[config.mk]
export PLATFORM = sky130hd
export DESIGN_NAME = led_pixel_fade_engine_core
export DESIGN_NICKNAME = d
export VERILOG_FILES = /design/src/rtl/lpfe_pkg.sv /design/src/rtl/led_pixel_fade_engine_core.sv
export SDC_FILE = /design/constraint.sdc
export NUM_CORES = 2
export LEC_CHECK = 0
export BUFFER_PORTS_ARGS = -buffer_cell sky130_fd_sc_hd__buf_4
export CAP_MARGIN = 20
export CORE_ASPECT_RATIO = 1.4
export CORE_UTILIZATION = 40
export CTS_CLUSTER_SIZE = 14
export DETAILED_ROUTE_END_ITERATION = 10
export SYNTH_ARGS = -nofsm -noshare
export SYNTH_HDL_FRONTEND = slang
export SYNTH_SLANG_ARGS = --single-unit
[constraint.sdc]
create_clock -name clk -period 6.36 [get_ports clk]
set_input_delay 0.636 -clock clk [delete_from_list [all_inputs] [get_ports clk]]
set_output_delay 0.636 -clock clk [all_outputs]
set_load 0.005 [all_outputs]
[src/rtl/lpfe_pkg.sv]
// lpfe_pkg: types, codes and constants of the led pixel fade engine
// no dependencies; imported by led_pixel_fade_engine_core, lpfe_result_checker and tb_top
package lpfe_pkg;

  localparam int MAX_PIXELS = 64;
  localparam int IDX_W      = $clog2(MAX_PIXELS);
  localparam int CNT_W      = $clog2(MAX_PIXELS + 1);
  localparam logic [7:0] FULL_BYTE = 8'd255;

  // request kinds
  typedef enum logic [1:0] {
    KIND_FADE = 2'd0,
    KIND_SET  = 2'd1,
    KIND_FILL = 2'd2,
    KIND_TICK = 2'd3
  } kind_t;

  // sequencer states
  typedef enum logic [1:0] {
    ST_IDLE,
    ST_ISSUE,
    ST_DRAIN
  } state_t;

  typedef struct packed {
    logic [7:0] blue;
    logic [7:0] green;
    logic [7:0] red;
  } rgb_t;

  // one pixel entry of the state memory
  typedef struct packed {
    logic [2:0] rise;
    rgb_t       tgt;
    rgb_t       cur;
  } pixel_t;

  // one tick step of a single channel
  function automatic logic [7:0] step_byte(input logic [7:0] cur, input logic [7:0] tgt,
                                           input logic rise);
    logic [7:0] res;
    res = cur;
    if (cur != tgt) begin
      if (rise && (cur != FULL_BYTE)) begin
        res = cur + 8'd1;
      end else if (cur != 8'd0) begin
        res = cur - 8'd1;
      end
    end
    return res;
  endfunction

endpackage

[src/rtl/led_pixel_fade_engine_core.sv]
// led_pixel_fade_engine_core: per-pixel fade engine built around one state memory
// depends on lpfe_pkg (types, kind codes, step function)
//
// Usage:
//   s_* carries requests: s_tuser is the kind (fade, set, fill, tick), s_tdata
//   holds pixel index and colour. m_* carries results: one per fade, set or
//   fill, one per pixel in use for a tick, the final one marked by m_tlast.
//   pixel_count_we/pixel_count_wdata set the number of pixels in use while idle.
// Timing:
//   one request at a time. A fill or tick sweeps the pixels in use through one
//   read port, one pixel a cycle unless a result is held; a fade or set reads
//   only its own pixel. Each pixel is read, then modified and written back; a
//   stall can come between. The first result is registered in the output
//   register after the read. The next request is taken once the sweep has
//   drained. A tick streams its results one per cycle while m_tready is high.
// Reset:
//   rst clears the pixel valid bits, so every pixel reads as all zero (current,
//   target and rising bits), and sets the pixel count to 64. No sweep needed.
// Stall:
//   a held result stays in the output register; the sweep pauses with the
//   pending read data held and resumes when the result is taken.
module led_pixel_fade_engine_core (
  input  logic                     clk,
  input  logic                     rst,
  // request channel
  input  logic                     s_tvalid,
  output logic                     s_tready,
  input  logic [31:0]              s_tdata,   // pixel_index[5:0], red, green, blue, zero pad
  input  logic [1:0]               s_tuser,   // kind[1:0]
  // result channel
  output logic                     m_tvalid,
  input  logic                     m_tready,
  output logic [31:0]              m_tdata,   // out_index[5:0], out_red, out_green, out_blue, pad
  output logic [1:0]               m_tuser,   // status, all_complete
  output logic                     m_tlast,
  // configuration
  input  logic                     pixel_count_we,
  input  logic [lpfe_pkg::CNT_W-1:0] pixel_count_wdata
);
  import lpfe_pkg::*;

  // configuration and request registers
  logic [CNT_W-1:0] pixel_count;
  kind_t            op_kind;
  rgb_t             op_rgb;
  logic             op_err;
  logic             op_single;
  logic             all_acc;

  // sequencer
  state_t           state, state_next;
  logic [IDX_W-1:0] rd_ptr;
  logic             ptr_last;
  logic             issue;
  logic             adv;
  logic             accept;

  // read stage
  pixel_t           mem [MAX_PIXELS];
  logic [MAX_PIXELS-1:0] vld;
  pixel_t           rdata;
  logic             rd_valid;
  logic             rd_vld;
  logic             rd_last;
  logic [IDX_W-1:0] rd_addr;

  // modify stage
  logic [IDX_W-1:0] n_last;
  pixel_t           cur_e;
  pixel_t           new_e;
  logic             eq;
  logic             emit;
  logic             wr_en;

  // index of the last pixel in use
  always_comb begin
    if (pixel_count == '0) begin
      n_last = '0;
    end else if (pixel_count >= CNT_W'(MAX_PIXELS)) begin
      n_last = IDX_W'(MAX_PIXELS - 1);
    end else begin
      n_last = IDX_W'(pixel_count - CNT_W'(1));
    end
  end

  // handshake and pipeline control
  assign accept   = s_tvalid && s_tready;
  assign ptr_last = op_single || (rd_ptr == n_last);
  assign emit     = (op_kind == KIND_TICK) || rd_last;
  assign adv      = rd_valid && (!emit || !m_tvalid || m_tready);
  assign wr_en    = adv && !op_err;

  // next state
  always_comb begin
    state_next = state;
    case (state)
      ST_IDLE: begin
        if (accept) state_next = ST_ISSUE;
      end
      ST_ISSUE: begin
        if (issue && ptr_last) state_next = ST_DRAIN;
      end
      ST_DRAIN: begin
        if (!rd_valid) state_next = ST_IDLE;
      end
      default: state_next = ST_IDLE;
    endcase
  end

  // sequencer outputs
  always_comb begin
    s_tready = 1'b0;
    issue    = 1'b0;
    case (state)
      ST_IDLE:  s_tready = 1'b1;
      ST_ISSUE: issue = !rd_valid || adv;
      ST_DRAIN: ;
      default: ;
    endcase
  end

  always_ff @(posedge clk) begin
    if (rst) begin
      state <= ST_IDLE;
    end else begin
      state <= state_next;
    end
  end

  // pixel count register
  always_ff @(posedge clk) begin
    if (rst) begin
      pixel_count <= CNT_W'(MAX_PIXELS);
    end else if (pixel_count_we) begin
      pixel_count <= pixel_count_wdata;
    end
  end

  // latch the request and walk the read pointer
  always_ff @(posedge clk) begin
    if (accept) begin
      op_kind   <= kind_t'(s_tuser);
      op_rgb    <= rgb_t'(s_tdata[IDX_W +: 24]);
      op_single <= (s_tuser == KIND_FADE) || (s_tuser == KIND_SET);
      op_err    <= ((s_tuser == KIND_FADE) || (s_tuser == KIND_SET)) &&
                   (s_tdata[IDX_W-1:0] > n_last);
      rd_ptr    <= ((s_tuser == KIND_FADE) || (s_tuser == KIND_SET)) ?
                   s_tdata[IDX_W-1:0] : '0;
    end else if (issue) begin
      rd_ptr <= rd_ptr + IDX_W'(1);
    end
  end

  // read stage bookkeeping
  always_ff @(posedge clk) begin
    if (rst) begin
      rd_valid <= 1'b0;
    end else if (issue) begin
      rd_valid <= 1'b1;
    end else if (adv) begin
      rd_valid <= 1'b0;
    end
  end

  always_ff @(posedge clk) begin
    if (issue) begin
      rd_addr <= rd_ptr;
      rd_last <= ptr_last;
      rd_vld  <= vld[rd_ptr];
    end
  end

  // pixel memory: one write, one registered read
  always_ff @(posedge clk) begin
    if (wr_en) begin
      mem[rd_addr] <= new_e;
    end
    if (issue) begin
      rdata <= mem[rd_ptr];
    end
  end

  // valid bits: unwritten pixels read as zero
  always_ff @(posedge clk) begin
    if (rst) begin
      vld <= '0;
    end else if (wr_en) begin
      vld[rd_addr] <= 1'b1;
    end
  end

  // modify the entry held in the read stage
  always_comb begin
    cur_e = rd_vld ? rdata : '0;
    eq    = (cur_e.cur == cur_e.tgt);
    new_e = cur_e;
    case (op_kind)
      KIND_FADE: begin
        new_e.tgt     = op_rgb;
        new_e.rise[0] = cur_e.cur.red   < op_rgb.red;
        new_e.rise[1] = cur_e.cur.green < op_rgb.green;
        new_e.rise[2] = cur_e.cur.blue  < op_rgb.blue;
      end
      KIND_SET, KIND_FILL: begin
        new_e.cur = op_rgb;
        new_e.tgt = op_rgb;
      end
      KIND_TICK: begin
        new_e.cur.red   = step_byte(cur_e.cur.red,   cur_e.tgt.red,   cur_e.rise[0]);
        new_e.cur.green = step_byte(cur_e.cur.green, cur_e.tgt.green, cur_e.rise[1]);
        new_e.cur.blue  = step_byte(cur_e.cur.blue,  cur_e.tgt.blue,  cur_e.rise[2]);
      end
      default: new_e = cur_e;
    endcase
  end

  // running all-complete test over the tick sweep
  always_ff @(posedge clk) begin
    if (accept) begin
      all_acc <= 1'b1;
    end else if (adv) begin
      all_acc <= all_acc && eq;
    end
  end

  // output register
  always_ff @(posedge clk) begin
    if (rst) begin
      m_tvalid <= 1'b0;
    end else if (adv && emit) begin
      m_tvalid <= 1'b1;
    end else if (m_tready) begin
      m_tvalid <= 1'b0;
    end
  end

  always_ff @(posedge clk) begin
    if (adv && emit) begin
      m_tlast <= rd_last;
      if (op_kind == KIND_TICK) begin
        m_tdata <= {2'b00, new_e.cur, rd_addr};
        m_tuser <= {rd_last && all_acc && eq, 1'b0};
      end else begin
        m_tdata <= '0;
        m_tuser <= {1'b0, op_err};
      end
    end
  end

  // no read in flight while requests are taken
  a_idle_empty: assert property (@(posedge clk) disable iff (rst)
    s_tready |-> !rd_valid)
    else $error("read in flight while idle");

  // a stalled read stage holds its address
  a_hold_addr: assert property (@(posedge clk) disable iff (rst)
    (rd_valid && !adv) |=> (rd_valid && $stable(rd_addr)))
    else $error("stalled read stage lost its pixel");

  // every issued read reaches the modify stage
  a_issue_valid: assert property (@(posedge clk) disable iff (rst)
    issue |=> rd_valid)
    else $error("issued read not tracked");

  // all-complete appears only on a final result
  a_done_last: assert property (@(posedge clk) disable iff (rst)
    (m_tvalid && m_tuser[1]) |-> m_tlast)
    else $error("all_complete on a non-final result");

endmodule

; Word-level counts from Yosys, hierarchy flattened
; Memories as Yosys holds them, arrays and structs flattened. A register that Yosys moved wholly into a read port is not among the register bits.
; Index checks and enable logic that the tools add are counted.
; Widths: inputs -> output; s select.
[op_classes]
bitwise = 1
n_reduce_logical = 36
n_addsub = 8
n_mul = 0
n_eq_ne = 17
shift = 0
n_mux = 34
div_mod_pow = 0
n_lt_le_gt_ge = 8
[op_table]
columns = op, count
row1 = $mux 8, 9
row2 = $or 64x64->64, 1
row3 = $mux 51, 1
row4 = $pmux 24 s2, 1
row5 = $mux 6, 5
row6 = $add 8x1->8 const B, 3
row7 = $eq 24x24->1, 1
row8 = $lt 8x8->1, 3
row9 = $mux 24, 1
row10 = $ne 8x8->1, 3
row11 = $ne 8x8->1 const B, 3
row12 = $reduce_bool 8->1, 3
row13 = $sub 8x1->8 const B, 3
row14 = $lt 6x7->1 const B, 2
row15 = $logic_and 1x1->1, 13
row16 = $mux 1, 10
row17 = $ge 7x7->1 const B, 1
row18 = $logic_not 7->1, 1
row19 = $add 6x1->6 const B, 1
row20 = $bmux 1 s6, 1
row21 = $demux 1 s6, 1
row22 = $eq 2x1->1 const B, 3
row23 = $eq 2x2->1 const B, 3
row24 = $eq 6x6->1, 1
row25 = 14 further kinds, 30
[totals]
rom_bits = 0
wordCells = 126
latchBits = 0
memories = 1
register_bits = 153
out_inout_bits = 37
ram_bits = 3264
inputBits = 46
[memory_table]
columns = name, depth, width, read_ports, rd_clocked_by_memory_dff, write_ports, line
row1 = mem, 64, 51, 1, 1, 1, led_pixel_fade_engine_core.sv:59  ; pixel_t mem [MAX_PIXELS];

; Logic depth before layout (Yosys ltp)
[depth]
word_depth = 11
depth_mapped = 13
depth_no_buf = 11

; Worst setup path before layout
; No wires, ideal clock.
[synth_path]
kind = register to register
start = register rd_vld
end = memory mem[0][0] (netlist bit) (data pin)
setup_slack_ps = -286
stages_incl_launch_ff = 10
period_less_slack_ps = 6646
n_path_buf = 4
t_arrival_ps = 5741
required_time_ps = 5455
setup_time_ps = 905
path_cell_list = edfxtp_1 buf_2 clkbuf_1 buf_2 nand2_1 ha_1 and3b_1 or2_2 clkbuf_1 o41ai_1
[synth_rtl]
columns = item, line
row1 = "start, declared", led_pixel_fade_engine_core.sv:63  ; logic rd_vld;
row2 = "start signal, assigned", led_pixel_fade_engine_core.sv:169  ; rd_vld <= vld[rd_ptr];
row3 = "end, declared", led_pixel_fade_engine_core.sv:59

==> metrics.cfg <==
[min_path]
hold_class=in2reg
holdCritStartpoint=pixel_count_we

[setup_path]
cp_num_buf_inv=3
cp_max_fo=64
max_stage_delay_ns=0.91
worstRegToRegCells=11
end_kind=flip-flop
critical_path.top_delay_family=simple AND/OR/NAND/NOR gates
startpoint_type=flip-flop
reg2reg_to=mem[30][7]$_DFFE_PP_
r2r-start=rd_vld$_DFFE_PP_
crit_required_ns=6.87
crit_path_end=mem[30][7]$_DFFE_PP_
reg2reg_slack_ns=1.84
cp.depth=11
critPathLaunch=rd_vld$_DFFE_PP_
cp_data_arrival_time_ns=5.03
worst-setup-path-type=reg2reg
crit_chain=buf_4, nand2_1, inv_1, ha_1, nand4_1, o31ai_1, nor4_1, nor4_1, o2bb2ai_1, a221o_2, buf_4
slowest_stage=edfxtp_1

[yosys]
synth_seq_cells=3466
synthDistinctLibCells=85
avgSynthCellArea_sq_um=23.0
netlist_top_cells_count=3,390 x edfxtp_1, 1,040 x mux4_2, 180 x clkbuf_1, 161 x nand2_1, 122 x nor2_1
synth_cells=5835
async_flop_share=0
yosysMostFrequentCell=edfxtp_1
ys.flop_type=edfxtp_1
synth-edff-count=3390
synth_area_sq_mm=0.134
synth_top_area_frac=0.757
yosys.area.top_type=edfxtp_1
yosysWarnings=0
yosysSeqAreaShare=0.768
synth_area_leaders=edfxtp_1 76%, mux4_2 17%, dfxtp_1 1.1%, a22oi_1 0.58%, clkbuf_1 0.50%

[sta]
maxSlewViolCount=0
fmax_mhz=221
worst_pin_slew_ns=1.17
max-slew-margin-rel=0.218
setup_viol=0
layout_setup_ws_ns=1.84
setup_tns_ns=0
post-route-period-util=0.711
rsz0062_at_grt=false
clock_skew_ns=0.0705
period_needed_ns=4.52
hold_violations=0

[clock_network]
cts_hold_buf=38
numCtsBuffers=326
clkLatencyLatePin_ns=0.91
clk_path_buf_depth=4
htree_levels=5
ctsResizeCount=0
cts_root_buf=clkbuf_16
clk_pin_slew_ns=0.06
cts_tree=yes
post-cts-setup-buffers=0
clock-sinks=3466

[route]
ant_nets=0
met1Wirelength_um=136000
vias_per_cell=5.92
wl_met2_um=189000
highest_layer=met5
drt_pre_antenna_iters=10
totalWireLength_um=362000
drcViolationCount=10
wl_per_cell_um=33.3
wl_met3_um=23600
num_vias=64400
drt-initial-drc-count=7440

[floorplanning]
die_w_um=492
dieArea_sq_mm=0.339
start_util=0.402
rows=251
core_area_sq_mm=0.334
die_h_um=688
ioPinCount=83

[cells_and_area]
layout-area-overhead-vs-synth_pct=14.2
final-seq-area_sq_mm=0.103
nets=6299
fillers=27500
drive_gt1_frac=0.303
stdcell_count=10900
multiInputGateArea_sq_mm=0.0306

[status]
violations=design-rule violations
status=finished with violations

[global_route]
grt.total_usage=0.213
grt_pass1_vias=66200
grt_pass1_wl_um=508000
overflow=0
antenna_found_initial=9
grt_start_max_net_pins=99

[job]
maxCapViolCount=0

[place]
numPortBuffers=78
gp_congestion=0.869
dp_hpwl_um=198000
dp_cells=10300
dp_slack_ns=1.65

[pwr]
power_density_mw_per_mm2=340
power_w=0.0522
power.leakage_nw=47.7
ir_drop_v=0.000217

worst reg2reg max path: cells and delay by family (launching register included):
| kind | cells | cell delay, ns |
|---|---|---|
| and+or+nand+nor | 4 | 1.05 |
| AOI/OAI and AO/OA | 3 | 0.92 |
| DFF | 1 | 0.91 |
| buffers and inverters | 3 | 0.94 |
| adders and majority gates | 1 | 0.25 |
per-layer routing:
| layer | track usage | up-vias |
|---|---|---|
| li1 | - | 25700 |
| met2 | 0.376 | 2579 |
| met5 | 0 | - |
| met4 | 0.0719 | 2 |
| met1 | 0.271 | 35600 |
| met3 | 0.0293 | 613 |
kinds of logic after synthesis:
kind of cell,synth area share
compound gates,0.0208
xor+xnor,0.00254
fa+ha+maj,0.00391
buf+inv,0.0124
flops,0.768
mux,0.177
other cells,0.0000279
simple gates,0.0154
worst min path at each step:
stage	endpoint	slack (ns)	cells past startpoint
2_1_floorplan	rd_addr[2]$_DFFE_PP_	0.42	0
3_3_place_gp	vld[54]$_SDFFE_PP0P_	0.44	1
3_5_place_dp	vld[63]$_SDFFE_PP0P_	0.45	1
4_1_cts	pixel_count[6]$_SDFFE_PP1P_	0.007	2
5_1_grt	pixel_count[6]$_SDFFE_PP1P_	0.06	2
6_report	pixel_count[6]$_SDFFE_PP1P_	0.06	2
per-stage QoR:
| stage | cell area [sq um] | util | hold slack, ns |
|---|---|---|---|
| after CTS | 154000 | 0.459 | 0.00676 |
| after global routing | 154000 | 0.460 | 0.0641 |
| after global placement | 143000 | 0.428 | 0.440 |
| final | 154000 | 0.460 | 0.0603 |
| after detailed placement | 143000 | 0.428 | 0.451 |
| after floorplan | 134000 | - | 0.421 |
power by group:
| part | switching, W | internal (W) | total (W) |
|---|---|---|---|
| clock network | 0.00833 | 0.0106 | 0.0189 |
| registers | 0.000181 | 0.0259 | 0.0261 |
| logic | 0.00416 | 0.00306 | 0.00722 |
| total | 0.0127 | 0.0396 | 0.0522 |
cell type report:
cell class	count	area share
diodes	2	0.0000326
clock buffers	418	0.0567
clock inverters	151	0.00906
inverters	63	0.00156
multi-input cells	1983	0.199
flip-flops and latches	3466	0.673
well taps	4427	0.0361
repair buffers	371	0.0249
state kept, by name (all words and copies together) (netlist names), 2 cells and up:
register     cells
rd_ptr           6
op_kind          2
mem           3264
pixel_count      7
rd_addr          6
vld             64
rdata           51
state            2
op_rgb          24
m_tuser          2
m_tdata         30
layout by cell type, fill, tap and decap left out, types with 66 or more instances in the layout:
| cell type | n |
|---|---|
| nand2_1 | 161 |
| clkbuf_1 | 80 |
| nor2_4 | 67 |
| clkbuf_16 | 333 |
| clkinv_1 | 66 |
| edfxtp_1 | 3390 |
| a22oi_1 | 104 |
| mux4_2 | 1040 |
| buf_12 | 72 |
| dfxtp_1 | 76 |
| o21a_1 | 71 |
| buf_4 | 259 |
Note: power is estimated with default switching activity, not from simulation.
